==> src/rtl/core/pwtd_pkg.sv <==
// ----------------------------------------------------------------------------
// pwtd_pkg
// Shared types and constants for the partition-with-target-difference block.
// ----------------------------------------------------------------------------
package pwtd_pkg;

  // width of the target difference register
  localparam int unsigned TDW = 12;
  // width of a reachability memory word
  localparam int unsigned MWORD = 64;
  // width of the element ports
  localparam int unsigned EPW = 8;

  typedef struct packed {
    logic load;       // take the offered element
    logic clr_w;      // restart the word sweep
    logic init_wr;    // write one word of the empty-suffix row
    logic bld_begin;  // start building rows from the last element down
    logic el_rd;      // read the element store at the current index
    logic swp;        // issue reads for one word of the shift-or sweep
    logic row_done;   // one suffix row finished
    logic chk_begin;  // prepare the walk over the list
    logic qry;        // issue the two reachability probes
    logic qry_elem;   // probe includes the current element
    logic emit_imp;   // send the impossible result
    logic emit_el;    // send one element assignment
    logic finish;     // close the list
  } ctrl_cmd_t;

  typedef struct packed {
    logic w_last;
    logic idx_zero;
    logic idx_last;
    logic reach;
  } dp_status_t;

endpackage

==> src/rtl/core/pwtd_ctrl.sv <==
// ----------------------------------------------------------------------------
// pwtd_ctrl
// Sequencer: list load, suffix row build, feasibility check and answer walk.
// ----------------------------------------------------------------------------
module pwtd_ctrl (
  input  logic                  clk_i,
  input  logic                  rst_ni,
  input  logic                  start_i,
  input  logic                  last_element_i,
  output logic                  busy_o,
  input  pwtd_pkg::dp_status_t  status_i,
  output pwtd_pkg::ctrl_cmd_t   cmd_o
);

  typedef enum logic [9:0] {
    S_IDLE = 10'b00_0000_0001,
    S_INIT = 10'b00_0000_0010,
    S_BRD  = 10'b00_0000_0100,
    S_BSWP = 10'b00_0000_1000,
    S_BDRN = 10'b00_0001_0000,
    S_CQRY = 10'b00_0010_0000,
    S_CEV  = 10'b00_0100_0000,
    S_ARD  = 10'b00_1000_0000,
    S_AQRY = 10'b01_0000_0000,
    S_AEV  = 10'b10_0000_0000
  } state_e;

  state_e state_q, state_d;

  always_comb begin
    state_d = state_q;
    cmd_o   = '0;
    case (state_q)
      S_IDLE: begin
        if (start_i) begin
          cmd_o.load = 1'b1;
          if (last_element_i) begin
            cmd_o.clr_w = 1'b1;
            state_d     = S_INIT;
          end
        end
      end
      S_INIT: begin
        cmd_o.init_wr = 1'b1;
        if (status_i.w_last) begin
          cmd_o.clr_w     = 1'b1;
          cmd_o.bld_begin = 1'b1;
          state_d         = S_BRD;
        end
      end
      S_BRD: begin
        cmd_o.el_rd = 1'b1;
        state_d     = S_BSWP;
      end
      S_BSWP: begin
        cmd_o.swp = 1'b1;
        if (status_i.w_last) begin
          state_d = S_BDRN;
        end
      end
      S_BDRN: begin
        // last word of the row is written here
        cmd_o.row_done = 1'b1;
        cmd_o.clr_w    = 1'b1;
        if (status_i.idx_zero) begin
          cmd_o.chk_begin = 1'b1;
          state_d         = S_CQRY;
        end else begin
          state_d = S_BRD;
        end
      end
      S_CQRY: begin
        cmd_o.qry = 1'b1;
        state_d   = S_CEV;
      end
      S_CEV: begin
        if (status_i.reach) begin
          state_d = S_ARD;
        end else begin
          cmd_o.emit_imp = 1'b1;
          cmd_o.finish   = 1'b1;
          state_d        = S_IDLE;
        end
      end
      S_ARD: begin
        cmd_o.el_rd = 1'b1;
        state_d     = S_AQRY;
      end
      S_AQRY: begin
        cmd_o.qry      = 1'b1;
        cmd_o.qry_elem = 1'b1;
        state_d        = S_AEV;
      end
      S_AEV: begin
        cmd_o.emit_el = 1'b1;
        if (status_i.idx_last) begin
          cmd_o.finish = 1'b1;
          state_d      = S_IDLE;
        end else begin
          state_d = S_ARD;
        end
      end
      default: begin
        state_d = S_IDLE;
      end
    endcase
  end

  always_ff @(posedge clk_i or negedge rst_ni) begin
    if (!rst_ni) begin
      state_q <= S_IDLE;
    end else begin
      state_q <= state_d;
    end
  end

  assign busy_o = (state_q != S_IDLE);

endmodule

==> config.mk <==
export PLATFORM = sky130hd
export DESIGN_NAME = pwtd_ctrl
export DESIGN_NICKNAME = d
export VERILOG_FILES = /design/src/rtl/core/pwtd_pkg.sv /design/src/rtl/core/pwtd_ctrl.sv
export SDC_FILE = /design/constraint.sdc
export NUM_CORES = 1
export LEC_CHECK = 0
export BUFFER_PORTS_ARGS = -buffer_cell sky130_fd_sc_hd__buf_2
export CAP_MARGIN = 20
export CORE_MARGIN = 5
export CORE_UTILIZATION = 49
export DETAILED_ROUTE_END_ITERATION = 16
export HOLD_SLACK_MARGIN = 0.1
export PLACE_DENSITY = 0.82
export SETUP_SLACK_MARGIN = 0.02
export SLEW_MARGIN = 40
export SYNTH_ARGS = -nofsm -noshare
export SYNTH_HDL_FRONTEND = slang
export SYNTH_SLANG_ARGS = --single-unit
==> constraint.sdc <==
create_clock -name clk_i -period 2.3 [get_ports clk_i]
set_clock_uncertainty 0.1 [all_clocks]
set_input_delay 0.345 -clock clk_i [delete_from_list [all_inputs] [get_ports clk_i]]
set_output_delay 0.345 -clock clk_i [all_outputs]
set_load 0.01 [all_outputs]
-- Yosys cells after proc, flatten, opt, wreduce, memory -nomap -nowiden
Cells that the tools add are included.
- output and inout port bits: 14
- bits in registers: 10
- input bits: 8
- word-level logic and storage cells: 44
- multiplexer cells: 25
- reduce and logical (&&, ||, !) cells: 3
- eq/ne operators: 15
- operators by type and width (operator ; count):
    $pmux W10 S10 ; 1
    $mux W10 ; 4
    $mux W8 ; 2
    $mux W1 ; 12
    $eq A10 B1 Y1 const B ; 1
    $eq A10 B10 Y1 const B ; 1
    $eq A10 B2 Y1 const B ; 1
    $eq A10 B3 Y1 const B ; 1
    $eq A10 B4 Y1 const B ; 1
    $eq A10 B5 Y1 const B ; 1
    $eq A10 B6 Y1 const B ; 1
    $eq A10 B7 Y1 const B ; 1
    $eq A10 B8 Y1 const B ; 1
    $eq A10 B9 Y1 const B ; 1
    $ne A10 B1 Y1 const B ; 1
    $ne A2 B2 Y1 const B ; 4
    $mux W2 ; 3
    $mux W6 ; 1
    $reduce_and A4 Y1 ; 1
    $reduce_or A2 Y1 ; 2
    $pmux W1 S3 ; 1
    $pmux W1 S2 ; 1

-- Logic depth before layout (Yosys ltp)
Gate-level depths: netlist of the first run.
- depth after elaboration: 3
- gate-level depth with buffers: 5
- mapped depth without buffers: 4

-- Least setup slack after synthesis of the first run
OpenSTA, ideal clock, no wires.
- path type: register to output
- start point: register state_q[6]
- end point: output port cmd_o[9] in the netlist's numbering
- stages on the path, launching flop included: 5
- required time: 1.855 ns
- buffers on the path: 0
- path slack: 0.230 ns
- data arrival time: 1.625 ns
- cell sequence: dfrtp_1 nor4_4 nand2_2 nor3_1 and2_1
- RTL lines (item ; line ; source):
    start, declared ; pwtd_ctrl.sv:28 ; state_e state_q, state_d;
    start signal, assigned ; pwtd_ctrl.sv:113 ; state_q <= state_d;
    end, declared ; pwtd_ctrl.sv:12 ; output pwtd_pkg::ctrl_cmd_t cmd_o

==> results of run 1 <==
critical path: stages (launching register included):
cell	delay [ns]
dfrtp_2	0.43
nor4_4	0.38
nand2_2	0.13
or3_4	0.40
o21bai_1	0.12
buf_2	0.14
per-layer routing:
metal  global-route usage (%)  vias up  routed length (um)  share of wire, %
li1                         -      394                   -                 -
met1                    19.35      397                 905                38
met2                    32.61       45                1224                51
met3                    3.988       11                 183               7.6
met4                    8.072        0                  85               3.5
met5                        0        -                   0                 0
layout make-up:
cell class              instances  area share, %
multi-input cells              67          47.25
flip-flops and latches         10          23.74
inverters                       3          1.032
well taps                      16          1.835
clock buffers                   4          3.326
repair buffers                 39          22.82
through the flow:
stage / area, um^2 / setup slack (ns) / setup TNS, ns / util (%) / hold WS (ns)
after floorplan: 735.7 / 0.2298 / 0 / - / -0.05059
after global placement: 869.6 / 0.2277 / 0 / 59.10 / 0.1179
after detailed placement: 869.6 / 0.2107 / 0 / 59.10 / 0.1218
after CTS: 967.2 / -0.02640 / -0.08880 / 65.73 / 0.1971
after global routing: 1091 / -0.1228 / -0.4546 / 74.15 / 0.2015
final: 1091 / -0.02836 / -0.07184 / 74.15 / 0.1848
worst paths after layout:
kind | endpoint | slack, ns | depth (start not counted)
max | cmd_o[8] | -0.03 | 5
min | state_q[5]$_DFFE_PN0P_ | 0.18 | 2
max reg2reg | state_q[0]$_DFFE_PN1P_ | 0.32 | 6
min reg2reg | state_q[6]$_DFFE_PN0P_ | 0.52 | 2
max in group asynchronous | state_q[0]$_DFFE_PN1P_ | 1.49 | 2
min in group asynchronous | state_q[9]$_DFFE_PN0P_ | 0.34 | 2
synthesized netlist by cell type:
library cell,number,area (um^2)
xnor2_1,1,8.760
o22a_1,1,8.760
and2_1,3,18.77
inv_1,3,11.26
buf_2,2,10.01
nor3_1,2,10.01
dfstp_2,1,26.28
nand3b_1,1,7.510
nor4_4,1,21.27
clkbuf_1,1,3.750
and3_1,1,6.260
a211o_1,1,8.760
or3b_2,1,8.760
o21a_1,2,15.01
a221oi_1,1,8.760
a2bb2oi_1,1,8.760
nor4b_1,4,35.03
or2b_1,1,7.510
a32oi_1,1,8.760
nor3b_2,1,12.51
o21ai_0,1,5.000
dfrtp_1,9,225.2
o21bai_1,2,15.01
or3_1,1,6.260
o2bb2ai_1,1,8.760
xor2_1,1,8.760
a211oi_2,1,12.51
or2_2,2,12.51
nand2_2,1,6.260
nand3_1,2,10.01
and4b_1,2,20.02
nand2b_1,3,18.77
or3_4,1,11.26
nand2_1,4,15.01
nor2_1,14,52.55
a311o_1,1,10.01
nor3_2,1,10.01
a211oi_1,1,7.510
a31oi_1,2,12.51
or4_1,2,15.01
nor4_1,1,6.260
report_power, final:
part / switching (mW) / internal [mW]
Sequential: 0.0340 / 0.198
Clock: 0.0759 / 0.0967
Combinational: 0.182 / 0.173
Total: 0.292 / 0.468
logic make-up after synthesis:
| group | share of synthesized area [%] |
|---|---|
| buffers and inverters | 3.401 |
| AOI/OAI and AO/OA | 17.69 |
| DFF | 34.18 |
| xor gates and xnor gates | 2.381 |
| and+or+nand+nor | 42.35 |
what timing repair did:
action                                 4_1_cts  5_1_grt
endpoints found under the hold margin       10        0
setup endpoints to repair                    9       11
hold buffers                                 1        0
gates resized for setup                      5       14
pin swaps                                    3       10
setup buffers                                5        9
==> results.sh, run 1 <==
export IMPL_design_core_area_mm2=0.001471
export IMPL_drt_wl_total_mm=2.398
export IMPL_cts_reportedPaths_clkPinSlew_ns=0.08
export IMPL_grt_overflow_total=0
export IMPL_syn_nets=91
export IMPL_worstSetupPathType="reg2out"
export IMPL_grt_usage_pct=17.93
export IMPL_clockBufferDepth=2
export IMPL_drive_above_1_share_pct=52.85
export IMPL_syn_inst=83
export IMPL_synth_seq_cells=10
export IMPL_drt_vias_per_instance=6.094
export IMPL_hold_start="status_i[2]"
export IMPL_seq_area_frac_synth_pct=34.18
export IMPL_startpoint="state_q[7]$_DFFE_PN0P_"
export IMPL_finalSetupViolations=3
export IMPL_outcome="finished with violations"
export IMPL_clkLatencyLatePin_ns=0.29
export IMPL_grt_start_max_net_pins=11
export IMPL_register_area_um2=259.0
export IMPL_cts_max_level=1
export IMPL_num_rows=14
export IMPL_violations="negative setup slack"
export IMPL_peakVddDrop_mv=0.5327
export IMPL_clockRootBuffer="clkbuf_4"
export IMPL_numCtsBuffers=3
export IMPL_hp_class="in2reg"
export IMPL_slew_headroom_pct=75.03
export IMPL_power_density_mw_per_mm2=696.2
export IMPL_multi_input_area_um2=515.5
export IMPL_synth_area_per_cell_um2=8.864
export IMPL_grt_pass1_wl_mm=3.429
export IMPL_nets=132
export IMPL_final_cell_mix="buf_2 (20), buf_4 (17), nor2_1 (13)"
export IMPL_ys_warn_count=0
export IMPL_gp_congestion=0.8674
export IMPL_syn_area_um2=735.7
export IMPL_via_count=847
export IMPL_port_buffers=21
export IMPL_finalCriticalPeriod_ns=2.328
export IMPL_dp_cells=120
export IMPL_grt_pass1_vias=795
export IMPL_first_iter_violations=27
export IMPL_die_w_um=48.75
export IMPL_power_leakage_nw=0.5266
export IMPL_rr_startpoint="state_q[9]$_DFFE_PN0P_"
export IMPL_fillers=110
export IMPL_avgRoutedWirePerCell_um=17.25
export IMPL_first_pass_iters=4
export IMPL_synthDistinctLibCells=41
export IMPL_initial_utilization_pct=50.00
export IMPL_layout_commonest_cell="buf_2"
export IMPL_reg_top3="state_q x10"
export IMPL_cts_tree="done"
export IMPL_drc=0
export IMPL_power_uw=759.6
export IMPL_antenna_left=0
export IMPL_cts_sinks=10
export IMPL_die_area_mm2=0.002377
export IMPL_dp_hpwl_mm=1.439
export IMPL_antenna_found_initial=0
export IMPL_largest_reg_flops=10
export IMPL_die_height_um=48.75
export IMPL_worst_setup_path_start_kind="flop"
export IMPL_hold_violations=0
export IMPL_stdcell_count=139
export IMPL_num_io_pins=22
export IMPL_syn_to_final_growth_pct=48.30
export IMPL_fmax_mhz=429.5
export IMPL_timing_final_crit_share_pct=101.2
export IMPL_largest_register="state_q"
export IMPL_cp_max_fo=4
export IMPL_cp_end_kind="output port"
export IMPL_slew_viol_final=0
export IMPL_crit_arrival_ns=1.88
export IMPL_setup_slack_ns=-0.02836
export IMPL_n_antenna_cell=0
export IMPL_worst_slew_pin_slew_ns=0.3693
export IMPL_maxCapViolCount=0
export IMPL_rsz0062_at_grt="yes"
export IMPL_required_ns=1.86
Note: power is estimated with default switching activity, not from simulation.
==> inputs of run 2 (changes only) <==
--- a/config.mk
+++ b/config.mk
@@ -7,11 +7,13 @@
 export LEC_CHECK = 0
 export BUFFER_PORTS_ARGS = -buffer_cell sky130_fd_sc_hd__buf_2
 export CAP_MARGIN = 20
+export CELL_PAD_IN_SITES_DETAIL_PLACEMENT = 1
+export CELL_PAD_IN_SITES_GLOBAL_PLACEMENT = 2
 export CORE_MARGIN = 5
-export CORE_UTILIZATION = 49
+export CORE_UTILIZATION = 28
 export DETAILED_ROUTE_END_ITERATION = 16
 export HOLD_SLACK_MARGIN = 0.1
-export PLACE_DENSITY = 0.82
+export PLACE_DENSITY = 0.81
 export SETUP_SLACK_MARGIN = 0.02
 export SLEW_MARGIN = 40
 export SYNTH_ARGS = -nofsm -noshare
==> results.sh, run 2 (synthesis gave the netlist of run 1 again) <==
export IMPL_num_rows=18
export IMPL_grt_pass1_wl_mm=3.981
export IMPL_antenna_found_initial=0
export IMPL_fillers=299
export IMPL_routed_top_layer="met4"
export IMPL_maxCapViolCount=0
export IMPL_wl_met3_um=112
export IMPL_largest_register="state_q"
export IMPL_clkLatencyLatePin_ns=0.27
export IMPL_die_area_mm2=0.003753
export IMPL_worstSetupPathType="reg2out"
export IMPL_timing_final_crit_share_pct=99.77
export IMPL_finalSetupViolations=0
export IMPL_required_ns=1.86
export IMPL_reg_top3="state_q x10"
export IMPL_final_cell_mix="buf_2 (21), buf_4 (15), nor2_1 (13)"
export IMPL_syn_to_final_growth_pct=47.79
export IMPL_switching_share_pct=37.65
export IMPL_dpl_instance_area_um2=909.6
export IMPL_clockBufferDepth=2
export IMPL_cts_max_level=1
export IMPL_p_sw_uw=284.2
export IMPL_port_buffers=21
export IMPL_outcome="complete, no violations"
export IMPL_design_core_area_mm2=0.002500
export IMPL_drive_above_1_share_pct=49.18
export IMPL_n_antenna_cell=0
export IMPL_multi_input_area_um2=516.7
export IMPL_post_route_cell_area_mm2=0.001087
export IMPL_clockRootBuffer="clkbuf_4"
export IMPL_worst_slew_pin_slew_ns=0.3803
export IMPL_drt_wl_total_mm=2.350
export IMPL_crit_chain="or4_4, or2_2, nor2_1, buf_2"
export IMPL_first_pass_iters=4
export IMPL_setup_tns_ns=0
export IMPL_power_leakage_nw=0.5221
export IMPL_combPwrFrac_pct=51.3
export IMPL_crit_slowest_cell="or4_4"
export IMPL_grt_usage_pct=14.54
export IMPL_nets=131
export IMPL_initial_utilization_pct=29.43
export IMPL_met2_length_mm=1.211
export IMPL_worst_setup_path_start_kind="flop"
export IMPL_fmax_mhz=435.8
export IMPL_cp_max_fo=5
export IMPL_numCtsBuffers=3
export IMPL_hp_class="in2reg"
export IMPL_grt_pass1_vias=836
export IMPL_register_area_um2=256.5
export IMPL_grt_start_max_net_pins=11
export IMPL_rsz0062_at_grt="yes"
export IMPL_p_seq_share_pct=31.3
export IMPL_critPathMaxStageDelay_ns=0.53
export IMPL_cts_tree="done"
export IMPL_slew_headroom_pct=74.29
export IMPL_grt_overflow_total=0
export IMPL_slew_viol_final=0
export IMPL_cp_end_kind="output port"
export IMPL_layout_commonest_cell="buf_2"
export IMPL_via_count=788
export IMPL_first_iter_violations=11
export IMPL_power_density_mw_per_mm2=694.3
export IMPL_cts_sinks=10
export IMPL_largest_reg_flops=10
export IMPL_gp_congestion=0.7434
export IMPL_cts_reportedPaths_clkPinSlew_ns=0.07
export IMPL_die_w_um=61.26
export IMPL_crit_arrival_ns=1.85
export IMPL_drt_vias_per_instance=5.184
export IMPL_num_io_pins=22
export IMPL_antenna_left=0
export IMPL_power_share_clock_pct=17.4
export IMPL_hold_violations=0
export IMPL_avgRoutedWirePerCell_um=15.46
export IMPL_dp_hpwl_mm=1.655
export IMPL_peakVddDrop_mv=0.4292
export IMPL_drc=0
export IMPL_finalCriticalPeriod_ns=2.295
export IMPL_drt_met1_wl_mm=1.017
export IMPL_die_height_um=61.26
export IMPL_p_int_uw=470.6
-- run 2: cell types whose count changed in the layout (fill, tap and decap cells not counted), moves of 2 or more --
cell	delta
nor3_2	-2
dfrtp_2	-2
dfrtp_1	+2
buf_4	-2
or2_4	-2
or2_2	+2
-- run 2: stage by stage --
stage | util (%) | total power [mW] | worst slack, ns | hold WS (ns) | std cells
2_1_floorplan | - | 0.4032 | 0.2298 | -0.05059 | 83
3_3_place_gp | 36.39 | 0.5104 | 0.07105 | 0.1294 | 137
6_report | 43.49 | 0.7549 | 0.005383 | 0.2155 | 152
4_1_cts | 41.84 | 0.6949 | -0.003657 | 0.2135 | 151
5_1_grt | 43.49 | 0.8117 | -0.06989 | 0.2113 | 152
3_5_place_dp | 36.39 | 0.5138 | 0.09745 | 0.1333 | 137
-- run 2: final timing paths --
check                                               to  cells after the start  slack, ns                   start
worst max-delay path                          cmd_o[1]                      4      0.005  state_q[2]$_DFFE_PN0P_
worst min-delay path            state_q[5]$_DFFE_PN0P_                      2       0.22             status_i[2]
worst max register to register  state_q[0]$_DFFE_PN1P_                      6       0.51  state_q[1]$_DFFE_PN0P_
worst min register to register  state_q[6]$_DFFE_PN0P_                      2       0.49  state_q[4]$_DFFE_PN0P_
max in group asynchronous       state_q[0]$_DFFE_PN1P_                      2       1.47                  rst_ni
min in group asynchronous       state_q[4]$_DFFE_PN0P_                      2       0.37                  rst_ni
-- run 2: area by class of cell --
| class | count | share of cell area, % |
|---|---|---|
| inverters | 3 | 1.036 |
| flip-flops and latches | 10 | 23.59 |
| clock buffers | 4 | 2.417 |
| well taps | 30 | 3.452 |
| multi-input cells | 67 | 47.53 |
| repair buffers | 38 | 21.98 |
-- run 2: what timing repair did --
| item | 4_1_cts | 5_1_grt |
|---|---|---|
| setup buffers | 9 | 2 |
| pin swaps | 4 | 7 |
| endpoints found under the setup margin | 11 | 12 |
| hold endpoints to repair | 10 | 0 |
| hold buffers | 1 | 0 |
| gates resized for setup | 9 | 6 |
-- run 2: worst max-delay path, delay by kind of cell (launching register included) --
| family | cells | cell delay (ns) |
|---|---|---|
| DFF | 1 | 0.46 |
| and+or+nand+nor | 3 | 0.98 |
| buffers and inverters | 1 | 0.14 |
-- run 2: per-layer routing --
metal,vias up,GRT usage (%)
li1,388,-
met1,382,17.96
met5,-,0
met3,2,4.612
met2,16,25.23
met4,0,2.167
-- run 2: power by group through the flow --
stage               sequential, mW  combinational (mW)  clock (mW)
floorplan                    0.212               0.191           0
global placement             0.226               0.285           0
detailed placement           0.227               0.287           0
CTS                          0.228               0.329       0.138
global route                 0.240               0.427       0.145
finish                       0.236               0.387       0.131
